<file path="src/hdl/itoa_pkg.sv">
// ----------------------------------------------------------------------------
// itoa_pkg : shared types, codes and control store for the ASCII formatter
// Holds the format codes, the control word layout, the microprogram and the
// power-of-ten table used by the decimal digit loop.
// ----------------------------------------------------------------------------
package itoa_pkg;

  // Format codes carried by in_opcode
  localparam logic [2:0] OP_BIN  = 3'd0;
  localparam logic [2:0] OP_HEXP = 3'd1;
  localparam logic [2:0] OP_HEX  = 3'd2;
  localparam logic [2:0] OP_SDEC = 3'd3;
  localparam logic [2:0] OP_UDEC = 3'd4;

  // ASCII characters
  localparam logic [7:0] CH_0     = 8'h30;
  localparam logic [7:0] CH_1     = 8'h31;
  localparam logic [7:0] CH_X     = 8'h78;
  localparam logic [7:0] CH_MINUS = 8'h2d;
  localparam logic [7:0] CH_A     = 8'h61;

  // Counter: bit, nibble or power-of-ten index
  localparam int unsigned CNT_W    = 6;
  localparam logic [CNT_W-1:0] POW_LAST = 6'd19;

  // Jump conditions
  localparam logic [3:0] JC_NONE     = 4'd0;
  localparam logic [3:0] JC_ALWAYS   = 4'd1;
  localparam logic [3:0] JC_OP_BIN   = 4'd2;
  localparam logic [3:0] JC_OP_HEXP  = 4'd3;
  localparam logic [3:0] JC_OP_HEX   = 4'd4;
  localparam logic [3:0] JC_OP_SDEC  = 4'd5;
  localparam logic [3:0] JC_OP_UDEC  = 4'd6;
  localparam logic [3:0] JC_ZERO     = 4'd7;
  localparam logic [3:0] JC_POS      = 4'd8;
  localparam logic [3:0] JC_CNT_NZ   = 4'd9;
  localparam logic [3:0] JC_POW_MORE = 4'd10;
  localparam logic [3:0] JC_GE       = 4'd11;

  // Character emit selects
  localparam logic [2:0] EM_NONE  = 3'd0;
  localparam logic [2:0] EM_ZERO  = 3'd1;
  localparam logic [2:0] EM_X     = 3'd2;
  localparam logic [2:0] EM_MINUS = 3'd3;
  localparam logic [2:0] EM_BIT   = 3'd4;
  localparam logic [2:0] EM_HEX   = 3'd5;
  localparam logic [2:0] EM_DEC   = 3'd6;
  localparam logic [2:0] EM_ZLAST = 3'd7;

  // Counter operations
  localparam logic [2:0] CNT_HOLD = 3'd0;
  localparam logic [2:0] CNT_BITS = 3'd1;
  localparam logic [2:0] CNT_NIBS = 3'd2;
  localparam logic [2:0] CNT_POW  = 3'd3;
  localparam logic [2:0] CNT_DEC  = 3'd4;
  localparam logic [2:0] CNT_INC  = 3'd5;

  // Operand register operations
  localparam logic [1:0] NUM_HOLD = 2'd0;
  localparam logic [1:0] NUM_NEG  = 2'd1;
  localparam logic [1:0] NUM_SUB  = 2'd2;

  // Microprogram entry points
  localparam logic [4:0] A_BIN  = 5'd6;
  localparam logic [4:0] A_BINL = 5'd7;
  localparam logic [4:0] A_HEXP = 5'd9;
  localparam logic [4:0] A_HEX  = 5'd11;
  localparam logic [4:0] A_HEXL = 5'd12;
  localparam logic [4:0] A_ZERO = 5'd14;
  localparam logic [4:0] A_SDEC = 5'd16;
  localparam logic [4:0] A_DEC  = 5'd18;
  localparam logic [4:0] A_SUBL = 5'd19;

  typedef struct packed {
    logic       done;
    logic [3:0] jc;
    logic [4:0] target;
    logic [2:0] emit;
    logic [2:0] cnt_op;
    logic [1:0] num_op;
    logic       dig_clr;
    logic       st_clr;
  } ctrl_t;

  typedef struct packed {
    logic zero;
    logic pos;
    logic cnt_nz;
    logic pow_more;
    logic ge;
  } stat_t;

  localparam ctrl_t CW_NOP = '{done: 1'b0, jc: JC_NONE, target: 5'd0, emit: EM_NONE,
                               cnt_op: CNT_HOLD, num_op: NUM_HOLD, dig_clr: 1'b0,
                               st_clr: 1'b0};

  function automatic ctrl_t cw_make(input logic done, input logic [3:0] jc,
                                    input logic [4:0] target, input logic [2:0] emit,
                                    input logic [2:0] cnt_op, input logic [1:0] num_op,
                                    input logic dig_clr, input logic st_clr);
    ctrl_t w;
    w.done    = done;
    w.jc      = jc;
    w.target  = target;
    w.emit    = emit;
    w.cnt_op  = cnt_op;
    w.num_op  = num_op;
    w.dig_clr = dig_clr;
    w.st_clr  = st_clr;
    return w;
  endfunction

  // Control store
  function automatic ctrl_t rom_word(input logic [4:0] addr);
    ctrl_t w;
    w = CW_NOP;
    case (addr)
      // dispatch on format code
      5'd0:  w = cw_make(1'b0, JC_OP_BIN,  A_BIN,  EM_NONE, CNT_HOLD, NUM_HOLD, 1'b0, 1'b0);
      5'd1:  w = cw_make(1'b0, JC_OP_HEXP, A_HEXP, EM_NONE, CNT_HOLD, NUM_HOLD, 1'b0, 1'b0);
      5'd2:  w = cw_make(1'b0, JC_OP_HEX,  A_HEX,  EM_NONE, CNT_HOLD, NUM_HOLD, 1'b0, 1'b0);
      5'd3:  w = cw_make(1'b0, JC_OP_SDEC, A_SDEC, EM_NONE, CNT_HOLD, NUM_HOLD, 1'b0, 1'b0);
      5'd4:  w = cw_make(1'b0, JC_OP_UDEC, A_DEC,  EM_NONE, CNT_HOLD, NUM_HOLD, 1'b0, 1'b0);
      5'd5:  w = cw_make(1'b1, JC_NONE,    5'd0,   EM_NONE, CNT_HOLD, NUM_HOLD, 1'b0, 1'b0);
      // binary
      5'd6:  w = cw_make(1'b0, JC_NONE,    5'd0,   EM_NONE, CNT_BITS, NUM_HOLD, 1'b0, 1'b0);
      5'd7:  w = cw_make(1'b0, JC_CNT_NZ,  A_BINL, EM_BIT,  CNT_DEC,  NUM_HOLD, 1'b0, 1'b0);
      5'd8:  w = cw_make(1'b1, JC_NONE,    5'd0,   EM_NONE, CNT_HOLD, NUM_HOLD, 1'b0, 1'b0);
      // hex, with prefix
      5'd9:  w = cw_make(1'b0, JC_NONE,    5'd0,   EM_ZERO, CNT_HOLD, NUM_HOLD, 1'b0, 1'b0);
      5'd10: w = cw_make(1'b0, JC_NONE,    5'd0,   EM_X,    CNT_HOLD, NUM_HOLD, 1'b0, 1'b0);
      5'd11: w = cw_make(1'b0, JC_ZERO,    A_ZERO, EM_NONE, CNT_NIBS, NUM_HOLD, 1'b0, 1'b1);
      5'd12: w = cw_make(1'b0, JC_CNT_NZ,  A_HEXL, EM_HEX,  CNT_DEC,  NUM_HOLD, 1'b0, 1'b0);
      5'd13: w = cw_make(1'b1, JC_NONE,    5'd0,   EM_NONE, CNT_HOLD, NUM_HOLD, 1'b0, 1'b0);
      // lone zero
      5'd14: w = cw_make(1'b0, JC_NONE,    5'd0,   EM_ZLAST, CNT_HOLD, NUM_HOLD, 1'b0, 1'b0);
      5'd15: w = cw_make(1'b1, JC_NONE,    5'd0,   EM_NONE, CNT_HOLD, NUM_HOLD, 1'b0, 1'b0);
      // signed decimal prologue
      5'd16: w = cw_make(1'b0, JC_POS,     A_DEC,  EM_NONE, CNT_HOLD, NUM_HOLD, 1'b0, 1'b0);
      5'd17: w = cw_make(1'b0, JC_NONE,    5'd0,   EM_MINUS, CNT_HOLD, NUM_NEG, 1'b0, 1'b0);
      // decimal
      5'd18: w = cw_make(1'b0, JC_ZERO,    A_ZERO, EM_NONE, CNT_POW,  NUM_HOLD, 1'b1, 1'b1);
      5'd19: w = cw_make(1'b0, JC_GE,      A_SUBL, EM_NONE, CNT_HOLD, NUM_SUB,  1'b0, 1'b0);
      5'd20: w = cw_make(1'b0, JC_POW_MORE, A_SUBL, EM_DEC, CNT_INC,  NUM_HOLD, 1'b1, 1'b0);
      5'd21: w = cw_make(1'b1, JC_NONE,    5'd0,   EM_NONE, CNT_HOLD, NUM_HOLD, 1'b0, 1'b0);
      default: w = cw_make(1'b1, JC_NONE,  5'd0,   EM_NONE, CNT_HOLD, NUM_HOLD, 1'b0, 1'b0);
    endcase
    return w;
  endfunction

  // Powers of ten, largest first
  function automatic logic [63:0] pow10(input logic [4:0] idx);
    logic [63:0] p;
    p = 64'd1;
    case (idx)
      5'd0:  p = 64'h8AC7_2304_89E8_0000;
      5'd1:  p = 64'h0DE0_B6B3_A764_0000;
      5'd2:  p = 64'h0163_4578_5D8A_0000;
      5'd3:  p = 64'h0023_86F2_6FC1_0000;
      5'd4:  p = 64'h0003_8D7E_A4C6_8000;
      5'd5:  p = 64'h0000_5AF3_107A_4000;
      5'd6:  p = 64'h0000_0918_4E72_A000;
      5'd7:  p = 64'h0000_00E8_D4A5_1000;
      5'd8:  p = 64'h0000_0017_4876_E800;
      5'd9:  p = 64'h0000_0002_540B_E400;
      5'd10: p = 64'd1000000000;
      5'd11: p = 64'd100000000;
      5'd12: p = 64'd10000000;
      5'd13: p = 64'd1000000;
      5'd14: p = 64'd100000;
      5'd15: p = 64'd10000;
      5'd16: p = 64'd1000;
      5'd17: p = 64'd100;
      5'd18: p = 64'd10;
      default: p = 64'd1;
    endcase
    return p;
  endfunction

endpackage

</file>
<file path="src/hdl/itoa_seq.sv">
// ----------------------------------------------------------------------------
// itoa_seq : microprogram sequencer
// Step counter over the control store, conditional jumps on datapath status
// and the format code, busy flag for the command handshake.
// ----------------------------------------------------------------------------
module itoa_seq (
  input  logic              clk,
  input  logic              rst_n,
  input  logic              load,
  input  logic [2:0]        opcode,
  input  itoa_pkg::stat_t   stat,
  output itoa_pkg::ctrl_t   cw,
  output logic              busy
);

  logic            busy_r, busy_nxt;
  logic [4:0]      upc_r, upc_nxt;
  logic [2:0]      op_r;
  itoa_pkg::ctrl_t word;
  logic            take;

  assign word = itoa_pkg::rom_word(upc_r);
  assign cw   = busy_r ? word : itoa_pkg::CW_NOP;
  assign busy = busy_r;

  always_comb begin
    unique case (word.jc)
      itoa_pkg::JC_NONE:     take = 1'b0;
      itoa_pkg::JC_ALWAYS:   take = 1'b1;
      itoa_pkg::JC_OP_BIN:   take = (op_r == itoa_pkg::OP_BIN);
      itoa_pkg::JC_OP_HEXP:  take = (op_r == itoa_pkg::OP_HEXP);
      itoa_pkg::JC_OP_HEX:   take = (op_r == itoa_pkg::OP_HEX);
      itoa_pkg::JC_OP_SDEC:  take = (op_r == itoa_pkg::OP_SDEC);
      itoa_pkg::JC_OP_UDEC:  take = (op_r == itoa_pkg::OP_UDEC);
      itoa_pkg::JC_ZERO:     take = stat.zero;
      itoa_pkg::JC_POS:      take = stat.pos;
      itoa_pkg::JC_CNT_NZ:   take = stat.cnt_nz;
      itoa_pkg::JC_POW_MORE: take = stat.pow_more;
      itoa_pkg::JC_GE:       take = stat.ge;
      default:               take = 1'b0;
    endcase
  end

  always_comb begin
    busy_nxt = busy_r;
    upc_nxt  = upc_r;
    if (load) begin
      busy_nxt = 1'b1;
      upc_nxt  = 5'd0;
    end else if (busy_r) begin
      if (take) begin
        upc_nxt = word.target;
      end else if (word.done) begin
        busy_nxt = 1'b0;
        upc_nxt  = 5'd0;
      end else begin
        upc_nxt = upc_r + 5'd1;
      end
    end
  end

  always_ff @(posedge clk) begin
    if (!rst_n) begin
      busy_r <= 1'b0;
      upc_r  <= 5'd0;
    end else begin
      busy_r <= busy_nxt;
      upc_r  <= upc_nxt;
    end
  end

  always_ff @(posedge clk) begin
    if (load) begin
      op_r <= opcode;
    end
  end

endmodule

</file>
<file path="src/hdl/itoa_dp.sv">
// ----------------------------------------------------------------------------
// itoa_dp : formatter datapath
// Operand register with negate and power-of-ten subtract, index counter,
// digit accumulator and the registered character output.
// ----------------------------------------------------------------------------
module itoa_dp (
  input  logic              clk,
  input  logic              rst_n,
  input  logic              load,
  input  logic [63:0]       value,
  input  logic              wide,
  input  itoa_pkg::ctrl_t   cw,
  output itoa_pkg::stat_t   stat,
  output logic              out_valid,
  output logic [7:0]        out_character,
  output logic              out_last
);

  logic [63:0]                num_r, num_nxt;
  logic                       wide_r;
  logic [itoa_pkg::CNT_W-1:0] cnt_r, cnt_nxt;
  logic [3:0]                 digit_r, digit_nxt;
  logic                       started_r, started_nxt;
  logic                       valid_r;
  logic [7:0]                 char_r;
  logic                       last_r;

  logic [63:0] pow;
  logic [63:0] diff;
  logic [63:0] neg;
  logic        ge;
  logic        sign;
  logic [3:0]  nib;
  logic [63:0] nib_sh;
  logic [7:0]  hex_ch;
  logic        fire;
  logic [7:0]  ch;
  logic        lst;
  logic        st_set;

  assign pow    = itoa_pkg::pow10(cnt_r[4:0]);
  assign ge     = (num_r >= pow);
  assign diff   = num_r - pow;
  assign neg    = (~num_r + 64'd1) & {{32{wide_r}}, 32'hFFFF_FFFF};
  assign sign   = wide_r ? num_r[63] : num_r[31];
  assign nib_sh = num_r >> {cnt_r[3:0], 2'b00};
  assign nib    = nib_sh[3:0];
  assign hex_ch = (nib > 4'd9) ? (itoa_pkg::CH_A + {4'h0, nib} - 8'd10)
                               : (itoa_pkg::CH_0 + {4'h0, nib});

  assign stat.zero     = (num_r == 64'd0);
  assign stat.pos      = !sign;
  assign stat.cnt_nz   = (cnt_r != '0);
  assign stat.pow_more = (cnt_r != itoa_pkg::POW_LAST);
  assign stat.ge       = ge;

  // character select
  always_comb begin
    fire   = 1'b0;
    ch     = itoa_pkg::CH_0;
    lst    = 1'b0;
    st_set = 1'b0;
    unique case (cw.emit)
      itoa_pkg::EM_NONE: ;
      itoa_pkg::EM_ZERO: fire = 1'b1;
      itoa_pkg::EM_X: begin
        fire = 1'b1;
        ch   = itoa_pkg::CH_X;
      end
      itoa_pkg::EM_MINUS: begin
        fire = 1'b1;
        ch   = itoa_pkg::CH_MINUS;
      end
      itoa_pkg::EM_BIT: begin
        fire = 1'b1;
        ch   = num_r[cnt_r] ? itoa_pkg::CH_1 : itoa_pkg::CH_0;
        lst  = (cnt_r == '0);
      end
      itoa_pkg::EM_HEX: begin
        fire   = started_r || (nib != 4'd0);
        ch     = hex_ch;
        lst    = (cnt_r == '0);
        st_set = 1'b1;
      end
      itoa_pkg::EM_DEC: begin
        fire   = started_r || (digit_r != 4'd0);
        ch     = itoa_pkg::CH_0 + {4'h0, digit_r};
        lst    = (cnt_r == itoa_pkg::POW_LAST);
        st_set = 1'b1;
      end
      itoa_pkg::EM_ZLAST: begin
        fire = 1'b1;
        lst  = 1'b1;
      end
      default: ;
    endcase
  end

  always_comb begin
    unique case (cw.cnt_op)
      itoa_pkg::CNT_HOLD: cnt_nxt = cnt_r;
      itoa_pkg::CNT_BITS: cnt_nxt = wide_r ? 6'd63 : 6'd31;
      itoa_pkg::CNT_NIBS: cnt_nxt = wide_r ? 6'd15 : 6'd7;
      itoa_pkg::CNT_POW:  cnt_nxt = wide_r ? 6'd0 : 6'd10;
      itoa_pkg::CNT_DEC:  cnt_nxt = cnt_r - 6'd1;
      itoa_pkg::CNT_INC:  cnt_nxt = cnt_r + 6'd1;
      default:            cnt_nxt = cnt_r;
    endcase
  end

  always_comb begin
    num_nxt   = num_r;
    digit_nxt = digit_r;
    if (load) begin
      num_nxt = value & {{32{wide}}, 32'hFFFF_FFFF};
    end else if (cw.num_op == itoa_pkg::NUM_NEG) begin
      num_nxt = neg;
    end else if ((cw.num_op == itoa_pkg::NUM_SUB) && ge) begin
      num_nxt   = diff;
      digit_nxt = digit_r + 4'd1;
    end
    if (cw.dig_clr) begin
      digit_nxt = 4'd0;
    end
  end

  always_comb begin
    started_nxt = started_r;
    if (cw.st_clr) begin
      started_nxt = 1'b0;
    end else if (st_set && fire) begin
      started_nxt = 1'b1;
    end
  end

  always_ff @(posedge clk) begin
    if (!rst_n) begin
      valid_r   <= 1'b0;
      started_r <= 1'b0;
    end else begin
      valid_r   <= fire;
      started_r <= started_nxt;
    end
  end

  always_ff @(posedge clk) begin
    num_r   <= num_nxt;
    cnt_r   <= cnt_nxt;
    digit_r <= digit_nxt;
    char_r  <= ch;
    last_r  <= lst;
    if (load) begin
      wide_r <= wide;
    end
  end

  assign out_valid     = valid_r;
  assign out_character = char_r;
  assign out_last      = last_r;

endmodule

</file>
<file path="src/hdl/integer_to_ascii_formatter_unit.sv">
// ----------------------------------------------------------------------------
// integer_to_ascii_formatter_unit : integer to ASCII text formatter
// Formats one 32 or 64 bit integer as binary, hex (with or without 0x) or
// signed/unsigned decimal text, one character per output transaction.
// ----------------------------------------------------------------------------
// Using the block: raise start with in_value, in_wide and in_opcode while busy
// is low; the transaction is taken on that edge and busy rises until the last
// character has been produced. Characters leave one per out_valid pulse, each
// present for a single cycle, and out_last marks the final one of the
// transaction. There is no back-pressure: the receiver must take every
// character the cycle it appears. Timing is set by the microprogram: dispatch
// tests the format code against binary, hex with prefix, hex, signed and
// unsigned decimal in turn, then binary emits one bit per cycle, hex steps one
// nibble per cycle, and decimal subtracts one power of ten per cycle until it
// no longer fits, then emits the digit. In hex and decimal a zero operand
// prints a single 0 (after any 0x prefix); unknown format codes produce no
// characters and drop busy once dispatch has found no match.
// ----------------------------------------------------------------------------
module integer_to_ascii_formatter_unit (
  input  logic        clk,
  input  logic        rst_n,
  input  logic        start,
  output logic        busy,
  input  logic [63:0] in_value,
  input  logic        in_wide,
  input  logic [2:0]  in_opcode,
  output logic        out_valid,
  output logic [7:0]  out_character,
  output logic        out_last
);

  logic            load;
  itoa_pkg::ctrl_t cw;
  itoa_pkg::stat_t stat;

  // accept a new transaction only when the sequencer is idle
  assign load = start && !busy;

  // sequencer: steps through the control store, jumps on status
  itoa_seq u_seq (
    .clk    (clk),
    .rst_n  (rst_n),
    .load   (load),
    .opcode (in_opcode),
    .stat   (stat),
    .cw     (cw),
    .busy   (busy)
  );

  // datapath: hold the operand, advance the index, emit characters
  itoa_dp u_dp (
    .clk           (clk),
    .rst_n         (rst_n),
    .load          (load),
    .value         (in_value),
    .wide          (in_wide),
    .cw            (cw),
    .stat          (stat),
    .out_valid     (out_valid),
    .out_character (out_character),
    .out_last      (out_last)
  );

endmodule

</file>
<file path="config.mk">
export PLATFORM = sky130hd
export DESIGN_NAME = integer_to_ascii_formatter_unit
export DESIGN_NICKNAME = d
export VERILOG_FILES = /design/src/hdl/itoa_pkg.sv /design/src/hdl/itoa_seq.sv /design/src/hdl/itoa_dp.sv /design/src/hdl/integer_to_ascii_formatter_unit.sv
export SDC_FILE = /design/constraint.sdc
export NUM_CORES = 1
export LEC_CHECK = 0
export ABC_AREA = 0
export BUFFER_PORTS_ARGS = -buffer_cell sky130_fd_sc_hd__buf_2
export CAP_MARGIN = 20
export CORE_ASPECT_RATIO = 0.6
export CORE_MARGIN = 2
export CORE_UTILIZATION = 28
export DETAILED_ROUTE_END_ITERATION = 12
export GPL_ROUTABILITY_DRIVEN = 0
export PLACE_DENSITY = 0.55
export SYNTH_ARGS = -nofsm -noshare
export SYNTH_HDL_FRONTEND = slang
export SYNTH_SLANG_ARGS = --single-unit
</file>
<file path="constraint.sdc">
create_clock -name clk -period 12.2 [get_ports clk]
set_clock_uncertainty 0.05 [all_clocks]
set_input_delay 1.83 -clock clk [delete_from_list [all_inputs] [get_ports clk]]
set_output_delay 1.83 -clock clk [all_outputs]
set_load 0.01 [all_outputs]
</file>
Word-level counts from Yosys, hierarchy flattened
Memory sizes are Yosys's and may differ from the RTL's. A register that Yosys moved wholly into a read port is not among the register bits.
Cells that the tools add are included.
{ "classes": {"addsub": 10, "multipliers": 0, "n_div": 0, "magnitude_cmp": 3, "eq_ne": 31, "shift": 1, "mux": 27, "bitwise": 6, "n_reduce_logical": 21} }
{ "op_table": {"columns": ["cell", "count"], "rows": [
  ["64-bit two-way mux", 3],
  ["64-bit bitwise AND", 2],
  ["64-bit by 1-bit adder with 64-bit output, second input constant", 1],
  ["64-bit >= comparator", 1],
  ["64-bit logical NOT", 1],
  ["64-bit inverter", 1],
  ["64-bit by 6-bit >> shifter with 4-bit output", 1],
  ["64-bit subtractor", 1],
  ["8-bit one-hot mux with 5 select lines", 1],
  ["6-bit one-hot mux with 5 select lines", 1],
  ["5-bit two-way mux", 5],
  ["3-bit == test, second input constant", 7],
  ["3-bit by 2-bit == test with 1-bit output, second input constant", 6],
  ["4-bit by 3-bit == test with 1-bit output, second input constant", 4],
  ["4-bit == test, second input constant", 4],
  ["6-bit by 4-bit adder with 7-bit output, first input constant", 2],
  ["1-bit one-hot mux with 11 select lines", 1],
  ["10-bit two-way mux", 1],
  ["3-bit by 1-bit == test with 1-bit output, second input constant", 3],
  ["7-bit by 4-bit adder with 8-bit output, first input constant", 1],
  ["4-bit by 2-bit == test with 1-bit output, second input constant", 2],
  ["1-bit two-way mux", 8],
  ["4-bit two-way mux", 2],
  ["8-bit two-way mux", 1],
  ["other kinds (28)", 39]
]} }
{ "totals": {"reg_bits": 95, "latch_bits": 0, "ramBits": 0, "rom_bits": 2528, "in_bits": 71, "word_cells": 112, "mem_count": 2} }
{ "memory_table": {"columns": ["name", "words", "width", "read_ports", "rd_ports_with_merged_regs", "write_ports", "line_no", "source"], "rows": [
  ["(no name shown)", 32, 59, 1, 1, 0, "itoa_pkg.sv:155", "case (idx)"],
  ["(no name shown)", 32, 20, 1, 1, 0, "itoa_pkg.sv:117", "case (addr)"]
]} }

Longest topological paths before layout
Gate-level depths: netlist of the first run.
{ "depth": {"word_depth": 6, "ltp_mapped": 17, "depth_no_buf": 17} }

Modules after synthesis
From an unflattened synthesis of the first run, not the netlist that was laid out.
{ "hier_totals": {"cells_unflattened": 1748, "hier_area_um2": 14402.6} }
{ "by_module_without_submodules": {"columns": ["module", "instances", "cells_per_inst", "area_each_um2"], "rows": [
  ["itoa_dp", 1, 1538, 12609.6],
  ["itoa_seq", 1, 209, 1779.2],
  ["integer_to_ascii_formatter_unit", 1, 1, 13.8]
]} }

Worst setup path after synthesis of the first run
Ideal clock, no wire load.
{ "synth_timing": {"path_type": "reg2reg", "from": "register u_dp.num_r[26]", "to": "register u_dp.num_r[10] (enable)", "setup_ns": 0.431, "arrival_time_ns": 4.248, "path_slack_ns": 7.471, "stages_incl_launch_ff": 11, "path_buffers": 1, "cell_sequence": "edfxtp_1 ha_1 clkbuf_1 nand4_1 nor3_1 and4_1 a211o_1 a211o_1 a21oi_1 nor3_1 nand2b_1"} }
{ "synth_between": {"elab_chain_cells": 3} }
{ "synth_lines": {"columns": ["element", "line_no", "source"], "rows": [
  ["start: declaration", "itoa_dp.sv:19", "logic [63:0] num_r, num_nxt;"],
  ["start signal: assignment", "itoa_dp.sv:147", "num_r <= num_nxt;"],
  ["64-bit >= comparator", "itoa_dp.sv:42", "assign ge = (num_r >= pow);"],
  ["1-bit logical AND", "itoa_dp.sv:118", "end else if ((cw.num_op == itoa_pkg::NUM_SUB) && ge) begin"],
  ["3-bit nonzero test (no line)", null, null]
]} }
Every way passes these cells.
A chain may end at the register's enable or synchronous reset.

Worst setup path in the final report of the first run
{ "layout_timing": {"from": "register u_dp.num_r[1]", "to": "register u_seq.word[18] (netlist name)"} }
{ "layout_between": {"elab_chain_cells": 5} }
{ "layout_lines": {"columns": ["element", "line_no", "source"], "rows": [
  ["64-bit >= comparator or 64-bit logical NOT (tied branches)", "itoa_dp.sv:42, itoa_dp.sv:51", null],
  ["1-bit one-hot mux with 11 select lines *", "itoa_seq.sv:27", "unique case (word.jc)"],
  ["5-bit two-way mux *", "itoa_seq.sv:51", "if (take) begin"],
  ["5-bit two-way mux (no line) * (2 in a row)", null, null]
]} }
Every way passes the cells marked *; elsewhere a longest branch is shown, timed or not.

==> results of run 1 <==
-- sequential cells by signal, indices dropped and copies added, names as in the netlist, 3 cells and up --
signal / cells
u_dp.num_r: 64
u_seq.op_r: 3
u_dp.digit_r: 4
u_seq.upc_r: 5
u_dp.pow: 54
u_seq.word: 19
u_dp.cnt_r: 6
u_dp.out_character: 7
-- per-stage QoR --
stage,setup WS [ns],std cells,hold slack [ns],area (um2),power [uW]
floorplan,7.47,1659,0.402,13800,1370
global placement,7.12,2317,0.444,14800,1630
detailed placement,7.02,2317,0.446,14800,1640
CTS,6.96,2349,0.456,15400,2200
global route,6.59,2351,0.468,15400,2340
finish,6.80,2352,0.469,15400,2230
-- final cells by class --
| type | count | area share, % |
|---|---|---|
| antenna | 2 | 0.0324 |
| clock inverter | 13 | 0.826 |
| timing repair buffer | 97 | 3.47 |
| clock buffer | 19 | 2.93 |
| tap | 640 | 5.18 |
| sequential | 167 | 26.4 |
| inverter | 102 | 2.48 |
| multi-input combinational | 1312 | 58.6 |
-- cells by family after synthesis --
logic type	share of synthesized area (%)
flip-flops	29.6
buffers and inverters	4.95
adder cells (fa/ha/maj)	7.72
other	0.0271
AND/OR/NAND/NOR	20.3
AO/OA/AOI/OAI	22.9
multiplexers	7.57
XOR/XNOR	6.91
-- worst max-delay path by stage --
stage | startpoint | end | slack (ns) | depth (start not counted)
6_report | u_dp.num_r[1]$_DFFE_PP_ | u_seq.word[18]$_DFF_P_ | 6.80 | 16
3_5_place_dp | u_dp.num_r[1]$_DFFE_PP_ | u_seq.word[18]$_DFF_P_ | 7.02 | 16
3_3_place_gp | u_dp.num_r[1]$_DFFE_PP_ | u_seq.word[16]$_DFF_P_ | 7.12 | 16
5_1_grt | u_dp.num_r[1]$_DFFE_PP_ | u_seq.word[12]$_DFF_P_ | 6.59 | 16
2_1_floorplan | u_dp.num_r[26]$_DFFE_PP_ | u_dp.num_r[10]$_DFFE_PP_ | 7.47 | 10
4_1_cts | u_dp.num_r[1]$_DFFE_PP_ | u_seq.word[18]$_DFF_P_ | 6.96 | 16
-- routing by layer --
layer  part of all wire (%)  global-route usage (%)
met5                   0.24                    1.78
met4                    1.1                    3.89
met3                     14                    8.28
met2                     37                    25.3
met1                     47                    30.7
-- cells in the final DEF, fill, tap and decap left out, types with 10 or more instances in the layout --
master     instances
a31oi_1           14
buf_2             80
o21ai_0          105
a21o_1            31
nor4_1            10
or4_1             12
clkbuf_16         17
and3_1            18
nor2_1           171
nor3_1            49
xor2_1            55
or2_2             11
a21oi_1          152
xnor2_1           54
a211oi_1          16
a22oi_1           20
inv_1             97
o22ai_1           15
nand3_1           38
edfxtp_1          74
nand2_1          153
or3_1             21
mux2i_1           10
nor2b_1           11
o21a_1            19
ha_1              82
mux4_2            40
dfxtp_1           93
nand2b_1          12
nand4_1           20
buf_4             16
-- power by group through the flow --
stage | clock [uW] | sequential, uW | combinational, uW
2_1_floorplan | 0 | 727 | 646
3_3_place_gp | 0 | 773 | 854
3_5_place_dp | 0 | 775 | 863
4_1_cts | 571 | 763 | 869
5_1_grt | 590 | 775 | 975
6_report | 564 | 768 | 897
-- cell usage after synthesis (9+ instances only) --
master and count:
or3_1 21, dfxtp_1 93, a31oi_1 14, nand2_1 154, o21ai_0 105, a211oi_1 16
nand4_1 20, nor2b_1 11, a21o_1 31, o22ai_1 15, mux2i_1 10, clkbuf_1 66
edfxtp_1 74, xnor2_1 54, mux4_2 40, or4_1 12, xor2_1 55, nand3_1 38
or2_2 11, ha_1 82, o21a_1 19, nor4_1 10, nand2b_1 13, nor3_1 49
nor2_1 172, buf_1 9, a22oi_1 20, and3_1 18, a21oi_1 152, inv_1 97
==> flow_summary_export.csv, run 1 <==
group,metric,value,unit
logic_synthesis,syn_area,0.0138,mm2
power_and_ir_drop,powerDensity,144,mW/mm2
logic_synthesis,post_synth.cell_area_avg,8.33,um2
route,via_count,13600,
timing,hold_violations,0,
logic_synthesis,synth_cells,1659,
grt,gr-total-overflow,0,
power_and_ir_drop,p_int,1300,uW
setup_path,cp_slowest_stage_delay,0.70,ns
floorplanning,fp.dieW,291,um
power_and_ir_drop,p_clk_share,25.3,%
setup_path,crit_family,"simple AND/OR/NAND/NOR gates",
timing,worst_pin_slew,1.07,ns
power_and_ir_drop,seqPwrFrac,34.4,%
floorplanning,pin_count,82,
cts,cts_hold_buffers,0,
logic_synthesis,synth_top_area_share,16.1,%
logic_synthesis,synth_edf_count,74,
logic_synthesis,syn_nets,1814,
power_and_ir_drop,p_sw,925,uW
cts,h-tree-depth,4,
setup_path,cp-end-kind,"flip-flop",
route,wirelength,52000,um
setup_path,crit_slowest_cell,"or4_1",
min_path,hold_class,"flip-flop to flip-flop",
layout,area_growth,11.8,%
setup_path,worst_ep_required_time,12.52,ns
layout,utilization,32.0,%
run_status,status,"finished, final reports clean",
setup_path,reg2reg_slack,6.80,ns
placed_design,portBuffers,80,
floorplanning,initial_core_util,28.6,%
cts,cts_resized,0,
setup_path,cp-start-kind,"flip-flop",
layout,multi_input_area,0.00906,mm2
grt,grt_max_degree,64,
cts,cts_sinks,167,
layout,seqCellArea,0.00408,mm2
route,drtIter0Drc,1901,
power_and_ir_drop,p_sw_share,41.5,%
timing,max-slew-margin-rel,28.7,%
layout,nNetsFinal,1852,
min_path,worstHoldPathCells,1,
logic_synthesis,synthTopCellsByArea,"edfxtp_1, dfxtp_1, ha_1, mux4_2, a21oi_1",
flow_run,cap_violations,0,
timing,rsz0062_at_grt,"no",
setup_path,crit_chain,"inv_1 -> ha_1 -> or4b_1 -> or4_1 -> nor4_4 -> nand4_2 -> nand3_2 -> o21bai_4 -> mux2_2 -> a32o_2 -> inv_1 -> ha_1 -> inv_1 -> nor3_1 -> a21oi_1 -> o22ai_1",
route,wire_per_inst,22.1,um
route,drc,0,
setup_path,r2r_start,"u_dp.num_r[1]$_DFFE_PP_",
timing,tns,0,ns
cts,clkTransAtPathRegs,0.08,ns
power_and_ir_drop,p_leak,0.00580,uW
setup_path,r2r.worst_path.cells,16,
logic_synthesis,synth-seq-cells,167,
layout,drive_above_1_share,12.9,%
min_path,hp-start,"u_seq.word[1]$_SDFF_PN0_",
setup_path,worst_path_most_repeated_cell,"inv_1",
cts,cts_setup_buffers,0,
setup_path,worstReg2RegEnd,"u_seq.word[18]$_DFF_P_",
timing,fmax,185,MHz
floorplanning,die_h,176,um
cts,cts_tree,"done",
placed_design,place_hpwl,40400,um
cts,clk_latency,0.47,ns
grt,antenna_found_initial,4,
timing,finalCriticalPeriod,5.40,ns
grt,grt_pass1_vias,12400,
logic_synthesis,synthFlopType,"dfxtp_1",
logic_synthesis,yosys.area.top_type,"edfxtp_1",
floorplanning,die_area,0.0512,mm2
logic_synthesis,synth_cell_types,98,
setup_path,crit_buf_inv,3,
grt,grt_pass1_wl,78200,um
timing,setup_viol,0,
timing,period_share,44.2,%
setup_path,path_class,"flip-flop to flip-flop",
grt,track_usage,20.1,%
layout,nFillCells,5125,
power_and_ir_drop,irDropWorstVdd,0.123,mV
min_path,min_to,"u_dp.digit_r[2]$_SDFFE_PP0P_",
power_and_ir_drop,pwr-share-comb,40.3,%
route,vias_per_cell,5.76,
route,final_antenna_net_count,0,
logic_synthesis,seq_area_frac_synth,29.6,%
cts,cts.path.max_buffers,2,
floorplanning,row_count,62,
timing,final_max_slew_viol_count,0,
floorplanning,coreArea,0.0483,mm2
setup_path,worstPathArrival,5.72,ns
cts,root_buffer,"clkbuf_16",
setup_path,path_max_fanout,9,
route,drt_first_pass_iters,6,
cts,numCtsBuffers,17,
logic_synthesis,postSynth.asyncResetShare,0,%
logic_synthesis,ys_warn_count,0,
(Power assumes the default switching activity.)
==> run 2, diff against run 1 <==
==> constraint.sdc (replaced) <==
create_clock -name clk -period 5.5 [get_ports clk]
set_clock_uncertainty 0.05 [all_clocks]
set_input_delay 0.825 -clock clk [delete_from_list [all_inputs] [get_ports clk]]
set_output_delay 0.825 -clock clk [all_outputs]
set_load 0.01 [all_outputs]
==> flow_summary_export.csv, run 2 (synthesis results as in run 1) <==
group,metric,value,unit
floorplanning,initial_core_util,28.6,%
floorplanning,die_h,176,um
timing,rsz0062_at_grt,"no",
grt,gr-total-overflow,0,
power_and_ir_drop,p_leak,0.00587,uW
route,wire_per_inst,21.4,um
timing,fmax,201,MHz
timing,finalCriticalPeriod,4.99,ns
setup_path,worstPathArrival,5.34,ns
timing,final_max_slew_viol_count,0,
setup_path,cp-end-kind,"flip-flop",
layout,layout_commonest_cell,"nor2_1",
setup_path,reg2reg_slack,0.51,ns
placed_design,placed_cell_area,0.0150,mm2
grt,gr-usage-met2,26.0,%
cts,cts.path.max_buffers,2,
cts,cts_sinks,167,
power_and_ir_drop,irDropWorstVdd,0.215,mV
cts,root_buffer,"clkbuf_16",
flow_run,cap_violations,0,
grt,antenna_found_initial,1,
timing,hold_violations,0,
timing,worst_pin_slew,1.09,ns
power_and_ir_drop,seqPwrFrac,34.3,%
setup_path,path_max_fanout,8,
grt,use_met1,30.2,%
cts,clk_latency,0.46,ns
timing,max-slew-margin-rel,26.6,%
route,drt_first_pass_iters,7,
route,drc,0,
route,vias_per_cell,5.73,
floorplanning,pin_count,82,
grt,track_usage,19.4,%
power_and_ir_drop,p_sw,2050,uW
run_status,status,"finished, final reports clean",
timing,tns,0,ns
floorplanning,row_count,62,
cts,cts_hold_buffers,0,
route,final_antenna_net_count,0,
cts,clkTransAtPathRegs,0.08,ns
placed_design,place_hpwl,39100,um
power_and_ir_drop,p_sw_share,41.5,%
power_and_ir_drop,powerDensity,318,mW/mm2
route,via_count,13500,
setup_path,cp-start-kind,"flip-flop",
grt,grt_max_degree,58,
floorplanning,coreArea,0.0483,mm2
cts,cts_setup_buffers,0,
min_path,hold_class,"flip-flop to flip-flop",
cts,h-tree-depth,4,
setup_path,worst_ep_required_time,5.85,ns
layout,final_cell_area,0.0156,mm2
route,wirelength,50600,um
layout,regMostFlops,"u_dp.num_r",
layout,drive_above_1_share,13.5,%
floorplanning,fp.dieW,291,um
grt,grt_pass1_wl,76500,um
grt,grt_pass1_vias,12400,
grt,top_usage_layer,"met1",
layout,area_growth,12.6,%
layout,largest_reg_flops,64,
timing,setup_viol,0,
cts,numCtsBuffers,17,
grt,gr-usage-met3,5.30,%
layout,utilization,32.3,%
power_and_ir_drop,power,4950,uW
cts,cts_tree,"done",
route,drtIter0Drc,1651,
setup_path,path_class,"flip-flop to flip-flop",
floorplanning,die_area,0.0512,mm2
power_and_ir_drop,pwr-share-comb,40.1,%
timing,period_share,90.7,%
power_and_ir_drop,p_int,2890,uW
power_and_ir_drop,p_clk_share,25.5,%
layout,nNetsFinal,1864,
cts,cts_resized,0,
layout,final_cell_mix,"nor2_1, nand2_1, a21oi_1",
placed_design,portBuffers,80,
## run 2: cell count changes in the layout (fill, tap and decap cells not counted)
cell      before  now
inv_12         0    3
buf_12         0    1
clkbuf_8       2    0
diode_2        2    1
clkinv_4       1    4
inv_6          6    1
clkinv_2       1    0
buf_4         16   28
clkinv_8       1    2
buf_8          1    0
inv_4          0    1
## run 2: cell type report
type,instances,area [um2]
Clock inverter,15,176
Inverter,102,383
Sequential cell,167,4080
Tap cell,640,801
Clock buffer,17,425
Fill cell,5065,32700
Antenna cell,1,2.50
Multi-Input combinational cell,1312,9060
Timing Repair Buffer,109,631
## run 2: per-layer routing
| metal | part of all wire (%) | wire, um | vias to the layer above |
|---|---|---|---|
| li1 | - | - | 6226 |
| met1 | 49 | 24700 | 6570 |
| met2 | 39 | 19800 | 682 |
| met3 | 11 | 5380 | 59 |
| met4 | 1.4 | 685 | 0 |
| met5 | 0 | 0 | - |
## run 2: worst paths after layout
| kind | start | to | cells after the start |
|---|---|---|---|
| worst max-delay path | u_dp.num_r[1]$_DFFE_PP_ | u_seq.word[13]$_DFF_P_ | 16 |
| worst min-delay path | u_seq.word[1]$_SDFF_PN0_ | u_dp.digit_r[0]$_SDFFE_PP0P_ | 1 |
| worst max register to register | u_dp.num_r[1]$_DFFE_PP_ | u_seq.word[13]$_DFF_P_ | 16 |
| worst min register to register | u_seq.word[1]$_SDFF_PN0_ | u_dp.digit_r[0]$_SDFFE_PP0P_ | 1 |
## run 2: metrics by stage
step | hold slack, ns | setup WS (ns) | cells
after floorplan | 0.402 | 0.771 | 1659
after global placement | 0.442 | 0.746 | 2330
after detailed placement | 0.450 | 0.624 | 2330
after CTS | 0.462 | 0.596 | 2362
after global routing | 0.472 | 0.231 | 2362
final | 0.458 | 0.514 | 2363
## run 2: power groups by stage
stage / clock network, uW / logic (uW) / registers (uW)
finish: 1260 / 1990 / 1700
global route: 1320 / 2160 / 1710
CTS: 1280 / 1930 / 1690
detailed placement: 0 / 1920 / 1710
global placement: 0 / 1920 / 1710
floorplan: 0 / 1430 / 1610
## run 2: critical path, cell delays in order, from the launching register on
cell      delay [ns]
edfxtp_1        0.50
inv_1           0.14
ha_1            0.21
or4b_1          0.53
or4_1           0.61
nor4_4          0.66
nand4_2         0.19
nand3_2         0.16
o21bai_4        0.18
mux2i_1         0.13
a21oi_2         0.19
nand2_1         0.17
inv_2           0.18
ha_1            0.33
mux2i_1         0.15
nor3_1          0.36
a221o_1         0.19
